--- config.mk ---
export PLATFORM = sky130hd
export DESIGN_NAME = coarse_fine_current_trimmer
export DESIGN_NICKNAME = d
export VERILOG_FILES = /design/src/rtl/cft_pkg.sv /design/src/rtl/coarse_fine_current_trimmer.sv
export SDC_FILE = /design/constraint.sdc
export NUM_CORES = 1
export LEC_CHECK = 0
export ABC_AREA = 1
export BUFFER_PORTS_ARGS = -buffer_cell sky130_fd_sc_hd__buf_4
export CAP_MARGIN = 10
export CORE_MARGIN = 10
export CORE_UTILIZATION = 30
export CTS_BUF_LIST = sky130_fd_sc_hd__clkbuf_8
export CTS_CLUSTER_SIZE = 8
export DETAILED_ROUTE_END_ITERATION = 8
export SYNTH_ARGS = -nofsm -noshare
export SYNTH_HDL_FRONTEND = slang
export SYNTH_SLANG_ARGS = --single-unit
--- constraint.sdc ---
create_clock -name clk -period 8 [get_ports clk]
set_input_delay 0.4 -clock clk [delete_from_list [all_inputs] [get_ports clk]]
set_output_delay 0.4 -clock clk [all_outputs]
set_load 0.02 [all_outputs]
--- src/rtl/cft_pkg.sv ---
package cft_pkg;

	localparam int WIPER_W   = 9;
	localparam int CURRENT_W = 24;
	localparam int TOL_W     = 23;
	localparam int STATUS_W  = 3;

	// Wiper travel limits; the wiper stays strictly between LOW and HIGH
	localparam int WIPER_LOW  = 0;
	localparam int WIPER_HIGH = 256;
	localparam int WIPER_MID  = 128;

	// Coarse-to-fine step sizes
	localparam int NUM_STEPS = 3;
	localparam int STEP_IDX_W = 2;
	localparam logic [6:0] STEP_SIZE [NUM_STEPS] = '{7'd100, 7'd10, 7'd1};

	// Register map: index taken from paddr[2]
	localparam int PADDR_W = 3;
	localparam int PDATA_W = 32;

	typedef enum logic {
		REG_TARGET    = 1'b0,
		REG_TOLERANCE = 1'b1
	} reg_idx_t;

	typedef enum logic [1:0] {
		PH_IDLE  = 2'd0,
		PH_FIRST = 2'd1,
		PH_MOVED = 2'd2
	} phase_t;

	typedef enum logic [STATUS_W-1:0] {
		ST_AWAIT     = 3'd0,
		ST_WITHIN    = 3'd1,
		ST_EXHAUSTED = 3'd2,
		ST_READ_ERR  = 3'd3,
		ST_IGNORED   = 3'd4
	} status_t;

	typedef enum logic {
		MODE_START   = 1'b0,
		MODE_MEASURE = 1'b1
	} mode_t;

	typedef struct packed {
		logic                write_wiper;
		logic [WIPER_W-1:0]  wiper_value;
		status_t             status;
	} result_t;

endpackage

--- src/rtl/coarse_fine_current_trimmer.sv ---
// Coarse-to-fine current trimmer. A start item (mode 0) puts the wiper at
// mid-scale and returns a wiper write. Each measurement item (mode 1) is
// compared against target_current: within current_tolerance the search ends
// with status 1; otherwise the step (100, 10, 1) is refined after an
// overshoot and the next in-range step toward the target is returned as a
// wiper write, or status 2 once no step size is left. A failed reading
// returns status 3 and a measurement while idle returns status 4. Every
// item gives exactly one result. Throughput is one item per clock unless the
// output stalls: an item is registered in the input stage while the compare
// and the three candidate steps are evaluated, then lands in the output
// register, which drives out_valid. The input side stalls only while the
// output register holds a result that is itself stalled.
// Registers (APB, 32-bit): 0x0 target_current (24-bit signed),
// 0x4 current_tolerance (23-bit unsigned); write them only while idle.
module coarse_fine_current_trimmer (
	input  logic                                    clk,
	input  logic                                    arst_n,
	// input items
	input  logic                                    in_valid,
	output logic                                    in_stall,
	input  logic                                    mode,
	input  logic signed [cft_pkg::CURRENT_W-1:0]    measured_current,
	input  logic                                    reading_ok,
	// result items
	output logic                                    out_valid,
	input  logic                                    out_stall,
	output logic                                    write_wiper,
	output logic [cft_pkg::WIPER_W-1:0]             wiper_value,
	output logic [cft_pkg::STATUS_W-1:0]            status,
	// configuration
	input  logic                                    psel,
	input  logic                                    penable,
	input  logic                                    pwrite,
	input  logic [cft_pkg::PADDR_W-1:0]             paddr,
	input  logic [cft_pkg::PDATA_W-1:0]             pwdata,
	output logic [cft_pkg::PDATA_W-1:0]             prdata,
	output logic                                    pready
);

	localparam int NW = cft_pkg::WIPER_W + 2;   // signed width for candidate positions
	localparam logic signed [NW-1:0] W_LOW  = NW'(cft_pkg::WIPER_LOW);
	localparam logic signed [NW-1:0] W_HIGH = NW'(cft_pkg::WIPER_HIGH);
	localparam logic [cft_pkg::WIPER_W-1:0] W_MID = cft_pkg::WIPER_W'(cft_pkg::WIPER_MID);
	localparam logic MID_IN_RANGE = (cft_pkg::WIPER_MID > cft_pkg::WIPER_LOW)
		&& (cft_pkg::WIPER_MID < cft_pkg::WIPER_HIGH);
	localparam logic [cft_pkg::STEP_IDX_W-1:0] STEP_DONE =
		cft_pkg::STEP_IDX_W'(cft_pkg::NUM_STEPS);

	// ---------------- configuration registers ----------------
	logic signed [cft_pkg::CURRENT_W-1:0] target_q;
	logic [cft_pkg::TOL_W-1:0]            tol_q;
	logic                                 cfg_wr;
	cft_pkg::reg_idx_t                    reg_sel;

	assign pready  = 1'b1;
	assign cfg_wr  = psel && penable && pwrite && pready;
	assign reg_sel = cft_pkg::reg_idx_t'(paddr[2]);

	always_ff @(posedge clk or negedge arst_n) begin
		if (!arst_n) begin
			target_q <= '0;
			tol_q    <= '0;
		end else if (cfg_wr) begin
			unique case (reg_sel)
				cft_pkg::REG_TARGET:    target_q <= pwdata[cft_pkg::CURRENT_W-1:0];
				cft_pkg::REG_TOLERANCE: tol_q    <= pwdata[cft_pkg::TOL_W-1:0];
				default:                target_q <= target_q;
			endcase
		end
	end

	always_comb begin
		unique case (reg_sel)
			cft_pkg::REG_TARGET:
				prdata = {{(cft_pkg::PDATA_W-cft_pkg::CURRENT_W){1'b0}}, target_q};
			cft_pkg::REG_TOLERANCE:
				prdata = {{(cft_pkg::PDATA_W-cft_pkg::TOL_W){1'b0}}, tol_q};
			default:
				prdata = '0;
		endcase
	end

	// ---------------- input stage ----------------
	logic                                 valid_s1;
	logic                                 mode_s1;
	logic signed [cft_pkg::CURRENT_W-1:0] cur_s1;
	logic                                 ok_s1;
	logic                                 in_accept;
	logic                                 advance;
	logic                                 out_valid_q;
	cft_pkg::result_t                     res_q;

	// item leaves s1 whenever the output register is free or being drained
	assign advance   = valid_s1 && (!out_valid_q || !out_stall);
	assign in_stall  = valid_s1 && !advance;
	assign in_accept = in_valid && !in_stall;

	always_ff @(posedge clk or negedge arst_n) begin
		if (!arst_n) begin
			valid_s1 <= 1'b0;
		end else if (in_accept) begin
			valid_s1 <= 1'b1;
		end else if (advance) begin
			valid_s1 <= 1'b0;
		end
	end

	always_ff @(posedge clk) begin
		if (in_accept) begin
			mode_s1 <= mode;
			cur_s1  <= measured_current;
			ok_s1   <= reading_ok;
		end
	end

	// ---------------- search state ----------------
	cft_pkg::phase_t                  phase_q, phase_d;
	logic [cft_pkg::WIPER_W-1:0]      pos_q, pos_d;
	logic [cft_pkg::STEP_IDX_W-1:0]   step_q, step_d;
	logic                             up_q, up_d;
	cft_pkg::result_t                 res_d;

	always_ff @(posedge clk or negedge arst_n) begin
		if (!arst_n) begin
			phase_q <= cft_pkg::PH_IDLE;
			pos_q   <= W_MID;
			step_q  <= '0;
			up_q    <= 1'b0;
		end else if (advance) begin
			phase_q <= phase_d;
			pos_q   <= pos_d;
			step_q  <= step_d;
			up_q    <= up_d;
		end
	end

	// ---------------- decision logic ----------------
	logic signed [cft_pkg::CURRENT_W:0]   diff;
	logic [cft_pkg::CURRENT_W:0]          abs_diff;
	logic                                 in_tol;
	logic                                 overshoot;
	logic                                 move_up;
	logic [cft_pkg::STEP_IDX_W-1:0]       step_eff;
	logic signed [NW-1:0]                 cand   [cft_pkg::NUM_STEPS];
	logic [cft_pkg::NUM_STEPS-1:0]        cand_ok;

	assign diff      = {cur_s1[cft_pkg::CURRENT_W-1], cur_s1}
		- {target_q[cft_pkg::CURRENT_W-1], target_q};
	assign abs_diff  = diff[cft_pkg::CURRENT_W] ? (cft_pkg::CURRENT_W+1)'(-diff)
		: (cft_pkg::CURRENT_W+1)'(diff);
	assign in_tol    = abs_diff <= {2'b00, tol_q};
	assign overshoot = up_q ? (cur_s1 >= target_q) : (cur_s1 <= target_q);
	assign move_up   = cur_s1 < target_q;
	assign step_eff  = (phase_q == cft_pkg::PH_MOVED && overshoot && step_q != STEP_DONE)
		? step_q + 1'b1 : step_q;

	// one candidate per step size, evaluated in parallel
	always_comb begin
		for (int k = 0; k < cft_pkg::NUM_STEPS; k++) begin
			cand[k] = move_up
				? $signed({2'b00, pos_q}) + $signed(NW'(cft_pkg::STEP_SIZE[k]))
				: $signed({2'b00, pos_q}) - $signed(NW'(cft_pkg::STEP_SIZE[k]));
			cand_ok[k] = (cand[k] > W_LOW) && (cand[k] < W_HIGH)
				&& (cft_pkg::STEP_IDX_W'(k) >= step_eff);
		end
	end

	always_comb begin
		logic found;
		found   = 1'b0;
		phase_d = phase_q;
		pos_d   = pos_q;
		step_d  = step_q;
		up_d    = up_q;
		res_d   = '{write_wiper: 1'b0, wiper_value: pos_q, status: cft_pkg::ST_IGNORED};

		if (mode_s1 == cft_pkg::MODE_START) begin
			phase_d = cft_pkg::PH_FIRST;
			pos_d   = W_MID;
			step_d  = '0;
			up_d    = 1'b0;
			res_d   = '{write_wiper: MID_IN_RANGE, wiper_value: W_MID,
				status: cft_pkg::ST_AWAIT};
		end else if (phase_q == cft_pkg::PH_IDLE) begin
			res_d.status = cft_pkg::ST_IGNORED;
		end else if (!ok_s1) begin
			phase_d      = cft_pkg::PH_IDLE;
			res_d.status = cft_pkg::ST_READ_ERR;
		end else if (in_tol) begin
			phase_d      = cft_pkg::PH_IDLE;
			res_d.status = cft_pkg::ST_WITHIN;
		end else begin
			// first usable step at or finer than the current one
			for (int k = 0; k < cft_pkg::NUM_STEPS; k++) begin
				if (cand_ok[k] && !found) begin
					found  = 1'b1;
					pos_d  = cand[k][cft_pkg::WIPER_W-1:0];
					step_d = cft_pkg::STEP_IDX_W'(k);
				end
			end
			if (found) begin
				phase_d = cft_pkg::PH_MOVED;
				up_d    = move_up;
				res_d   = '{write_wiper: 1'b1, wiper_value: pos_d,
					status: cft_pkg::ST_AWAIT};
			end else begin
				phase_d      = cft_pkg::PH_IDLE;
				step_d       = STEP_DONE;
				res_d.status = cft_pkg::ST_EXHAUSTED;
			end
		end
	end

	// ---------------- output register ----------------
	always_ff @(posedge clk or negedge arst_n) begin
		if (!arst_n) begin
			out_valid_q <= 1'b0;
		end else if (advance) begin
			out_valid_q <= 1'b1;
		end else if (!out_stall) begin
			out_valid_q <= 1'b0;
		end
	end

	always_ff @(posedge clk) begin
		if (advance) begin
			res_q <= res_d;
		end
	end

	assign out_valid   = out_valid_q;
	assign write_wiper = res_q.write_wiper;
	assign wiper_value = res_q.wiper_value;
	assign status      = res_q.status;

	// ---------------- assertions ----------------
	// a start item always lands at mid-scale awaiting a reading
	a_start_mid: assert property (@(posedge clk) disable iff (!arst_n)
		(advance && mode_s1 == cft_pkg::MODE_START) |=>
		(out_valid && wiper_value == W_MID && status == cft_pkg::ST_AWAIT))
		else $error("start item did not command mid-scale");

	// a commanded wiper stays strictly inside the travel range
	a_wiper_range: assert property (@(posedge clk) disable iff (!arst_n)
		(out_valid && write_wiper && mode_s1 == cft_pkg::MODE_MEASURE && status == cft_pkg::ST_AWAIT
			&& wiper_value != W_MID) |->
		($signed({2'b00, wiper_value}) > W_LOW && $signed({2'b00, wiper_value}) < W_HIGH))
		else $error("wiper command out of range");

	// a finishing result leaves the search idle
	a_finish_idle: assert property (@(posedge clk) disable iff (!arst_n)
		(out_valid && (status == cft_pkg::ST_WITHIN || status == cft_pkg::ST_EXHAUSTED
			|| status == cft_pkg::ST_READ_ERR)) |-> (phase_q == cft_pkg::PH_IDLE))
		else $error("search not idle after finish");

	// a move always uses a real step size
	a_move_step: assert property (@(posedge clk) disable iff (!arst_n)
		(phase_q == cft_pkg::PH_MOVED) |-> (step_q != STEP_DONE))
		else $error("moved with no step size left");

	// stalled input only while the output register is backed up
	a_stall_cause: assert property (@(posedge clk) disable iff (!arst_n)
		in_stall |-> (out_valid && out_stall))
		else $error("input stalled without output backpressure");

endmodule

==> flow_summary.yaml <==
power:
  powerDensity_mw_per_mm2: 302
  worst_ir_drop_vdd_mv: 0.112
  leakagePower_nw: 5.27
sta:
  finalHoldViolations: 0
  worstMarginPinSlew_ps: 821
  worst_clock_skew_ps: 13.8
  headroom_to_the_max_slew_limit_pct: 45.2
  min_period_over_period_pct: 71.4
  setup-violations-final: 0
  setup-tns-final_ps: 0
  maxClockFrequency_mhz: 175
  rsz0062_at_grt: "no"
  timing_max_transition_violations_final: 0
  min_period_ps: 5710
route:
  route.vias.total: 8218
  post_drt_via_cell_ratio: 4.61
  wl_mm: 25.3
  routedWlPerCell_um: 14.2
  drt-initial-drc-count: 567
  final_antenna_net_count: 0
  drt_pre_antenna_iters: 5
  final_routed_drc_violation_total: 0
worst_setup_path:
  timing.critical_path.arrival_ps: 5870
  worstPathBufferInverterCount: 5
  worst_setup_path_start_kind: "register"
  critical_path.reg2reg.endpoint: "write_wiper$_SDFFCE_PN1P_"
  critPathTopFamily: "simple AND/OR/NAND/NOR gates"
  timing.critical_path.to_type: "register"
  reg2reg_from: "target_q[0]$_DFFE_PN0P_"
  timing.reg2reg.setup_slack_ps: 2290
  required_worst_endpoint_ps: 8160
  cpPeakStageDelay_ps: 490
  worst-r2r-cell-count: 25
  crit_slowest_cell: "sky130_fd_sc_hd__inv_1"
  worst-setup-path-type: "reg2reg"
  most_used_cell_cp: "sky130_fd_sc_hd__inv_1"
  critPathMaxFanout: 16
global_routing:
  grt_use_total_pct: 13.8
  via_count_of_the_first_global_routing_pass: 7743
  maximum_number_of_pins_on_one_net_before_global_route_repair: 64
  congestion_overflow_gr: 0
  antenna_found_initial: 0
  grt_pass1_wl_mm: 40.8
floorplanning:
  floorplan.rows: 62
  dieArea_mm2: 0.0367
  core-area_mm2: 0.0289
  floorplan.die.height_um: 191
  die-width_um: 191
  io-pin-count: 116
  floorplan.initialDensity_pct: 30.6
run_status:
  status: "complete, no violations"
clock_tree:
  clk_pin_slew_ps: 100
  cts_inserted_buffers: 9
  cts_resized: 0
  cts_num_sinks: 102
  cts_setup_buffers: 0
  clkLatencyLatePin_ps: 400
  htreeDepth: 3
  cts_hold_buffers: 0
  root_buffer: "sky130_fd_sc_hd__clkbuf_8"
  cts_tree: "built"
  clk_path_buf_depth: 2
layout:
  area_growth_pct: 14.0
  layout.area.seq_mm2: 0.00275
  multiInputGateArea_mm2: 0.00508
  fillerInstances: 3184
  postLayoutCellArea_mm2: 0.0101
  fraction_of_final_layout_cells_sized_beyond_drive_strength_1_pct: 12.2
  nNetsFinal: 1521
  num_antenna_cells: 0
  layout.cells.most_common: "sky130_fd_sc_hd__nand2_1"
  layout_common_cells: "432 x sky130_fd_sc_hd__nand2_1, 204 x sky130_fd_sc_hd__inv_1, 100 x sky130_fd_sc_hd__buf_4"
place:
  gp_congestion: 0.929
  placed_cell_area_mm2: 0.00985
  io_buffers: 96
  detailedPlacementHpwl_mm: 20.4
synth:
  synth_enable_flop_cells: 39
  asyncSetResetFlopFracSynth_pct: 61.8
  ys_dominant_reg_cell: "sky130_fd_sc_hd__dfrtp_1"
  post_synth_num_cell_types: 44
  synth-warning-count: 0
  post_synth_instance_area_mm2: 0.00882
  synth.ff_latch_count: 102
  share_of_synthesized_area_occupied_by_flip_flops_and_latches_pct: 31.2
  syn_avg_cell_area_um2: 6.71
  postSynthCellCount: 1314
run:
  maxCapViolations: 0
min_path:
  worst_hold_path_type: "in2async"
routing by layer:
metal / up-vias / track usage [%] / part of all wire, %
met5: - / 0 / 0
met4: 0 / 3.79 / 1.5
met3: 24 / 2.19 / 5.2
met2: 200 / 20.8 / 42
met1: 3728 / 20.0 / 51
li1: 4266 / - / -
sequential cells by signal, indices dropped and copies added, names as in the netlist, 2 cells and up:
| signal | count |
|---|---|
| tol_q | 23 |
| cur_s1 | 24 |
| wiper_value | 9 |
| status | 3 |
| pos_q | 9 |
| step_q | 2 |
| phase_q | 2 |
| target_q | 24 |
worst max path at each step:
stage                                 start                            to  slack [ps]  cells past startpoint
detailed placement  target_q[0]$_DFFE_PN0P_     write_wiper$_SDFFCE_PN1P_        2390                     25
CTS                 target_q[0]$_DFFE_PN0P_     write_wiper$_SDFFCE_PN1P_        2370                     25
global placement    target_q[0]$_DFFE_PN0P_     write_wiper$_SDFFCE_PN1P_        2430                     25
finish              target_q[0]$_DFFE_PN0P_     write_wiper$_SDFFCE_PN1P_        2290                     25
global route        target_q[0]$_DFFE_PN0P_  wiper_value[3]$_SDFFCE_PN0P_        1980                     29
floorplan           target_q[0]$_DFFE_PN0P_     write_wiper$_SDFFCE_PN1P_        3340                     27
metrics by stage:
step | cells | power (mW) | setup slack [ps] | hold slack (ps) | util (%)
2_1_floorplan | 1321 | 2.20 | 3340 | 104 | -
5_1_grt | 1782 | 3.35 | 1980 | 146 | 34.8
6_report | 1782 | 3.04 | 2290 | 83.3 | 34.8
3_3_place_gp | 1766 | 2.67 | 2430 | 458 | 34.1
3_5_place_dp | 1766 | 2.69 | 2390 | 461 | 34.1
4_1_cts | 1782 | 3.04 | 2370 | 110 | 34.8
kinds of logic after synthesis:
logic type	share of synthesized area, %
AND/OR/NAND/NOR	34.1
adder cells (fa/ha/maj)	8.60
XOR/XNOR	5.56
buffers and inverters	11.6
AO/OA/AOI/OAI	8.92
flip-flops	31.2
other	0.0852
cells in the mapped netlist (2+ instances only):
master / n / area [um2]
sky130_fd_sc_hd__a21oi_1: 46 / 230
sky130_fd_sc_hd__buf_2: 5 / 25.0
sky130_fd_sc_hd__buf_4: 11 / 82.6
sky130_fd_sc_hd__buf_6: 4 / 45.0
sky130_fd_sc_hd__clkbuf_1: 18 / 67.6
sky130_fd_sc_hd__conb_1: 2 / 7.51
sky130_fd_sc_hd__dfrtp_1: 62 / 1550
sky130_fd_sc_hd__edfxtp_1: 39 / 1170
sky130_fd_sc_hd__ha_1: 59 / 738
sky130_fd_sc_hd__inv_1: 203 / 762
sky130_fd_sc_hd__inv_2: 8 / 30.0
sky130_fd_sc_hd__nand2_1: 432 / 1620
sky130_fd_sc_hd__nand2_2: 15 / 93.8
sky130_fd_sc_hd__nand2_4: 2 / 22.5
sky130_fd_sc_hd__nand3_1: 80 / 400
sky130_fd_sc_hd__nand3_2: 4 / 40.0
sky130_fd_sc_hd__nand3b_1: 5 / 37.5
sky130_fd_sc_hd__nand4_1: 22 / 138
sky130_fd_sc_hd__nor2_1: 93 / 349
sky130_fd_sc_hd__nor2_2: 14 / 87.6
sky130_fd_sc_hd__nor2_4: 7 / 78.8
sky130_fd_sc_hd__nor3_1: 7 / 35.0
sky130_fd_sc_hd__nor4_1: 3 / 18.8
sky130_fd_sc_hd__o21ai_0: 88 / 440
sky130_fd_sc_hd__o21ai_1: 6 / 30.0
sky130_fd_sc_hd__o21bai_1: 7 / 52.6
sky130_fd_sc_hd__xnor2_1: 10 / 87.6
sky130_fd_sc_hd__xor2_1: 46 / 403
power breakdown:
group	switching, mW	total, mW	internal (mW)	leakage, nW
clock	0.180	0.339	0.159	0.104
combinational	1.28	1.95	0.669	3.99
sequential	0.108	0.749	0.641	1.18
layout make-up:
class	instances	share of cell area, %
multi-input cells	968	50.5
flip-flops and latches	102	27.3
inverters	212	7.91
repair buffers	100	7.47
well taps	384	4.78
clock buffers	11	1.51
clock inverters	5	0.498
Note: power is estimated with default switching activity, not from simulation.
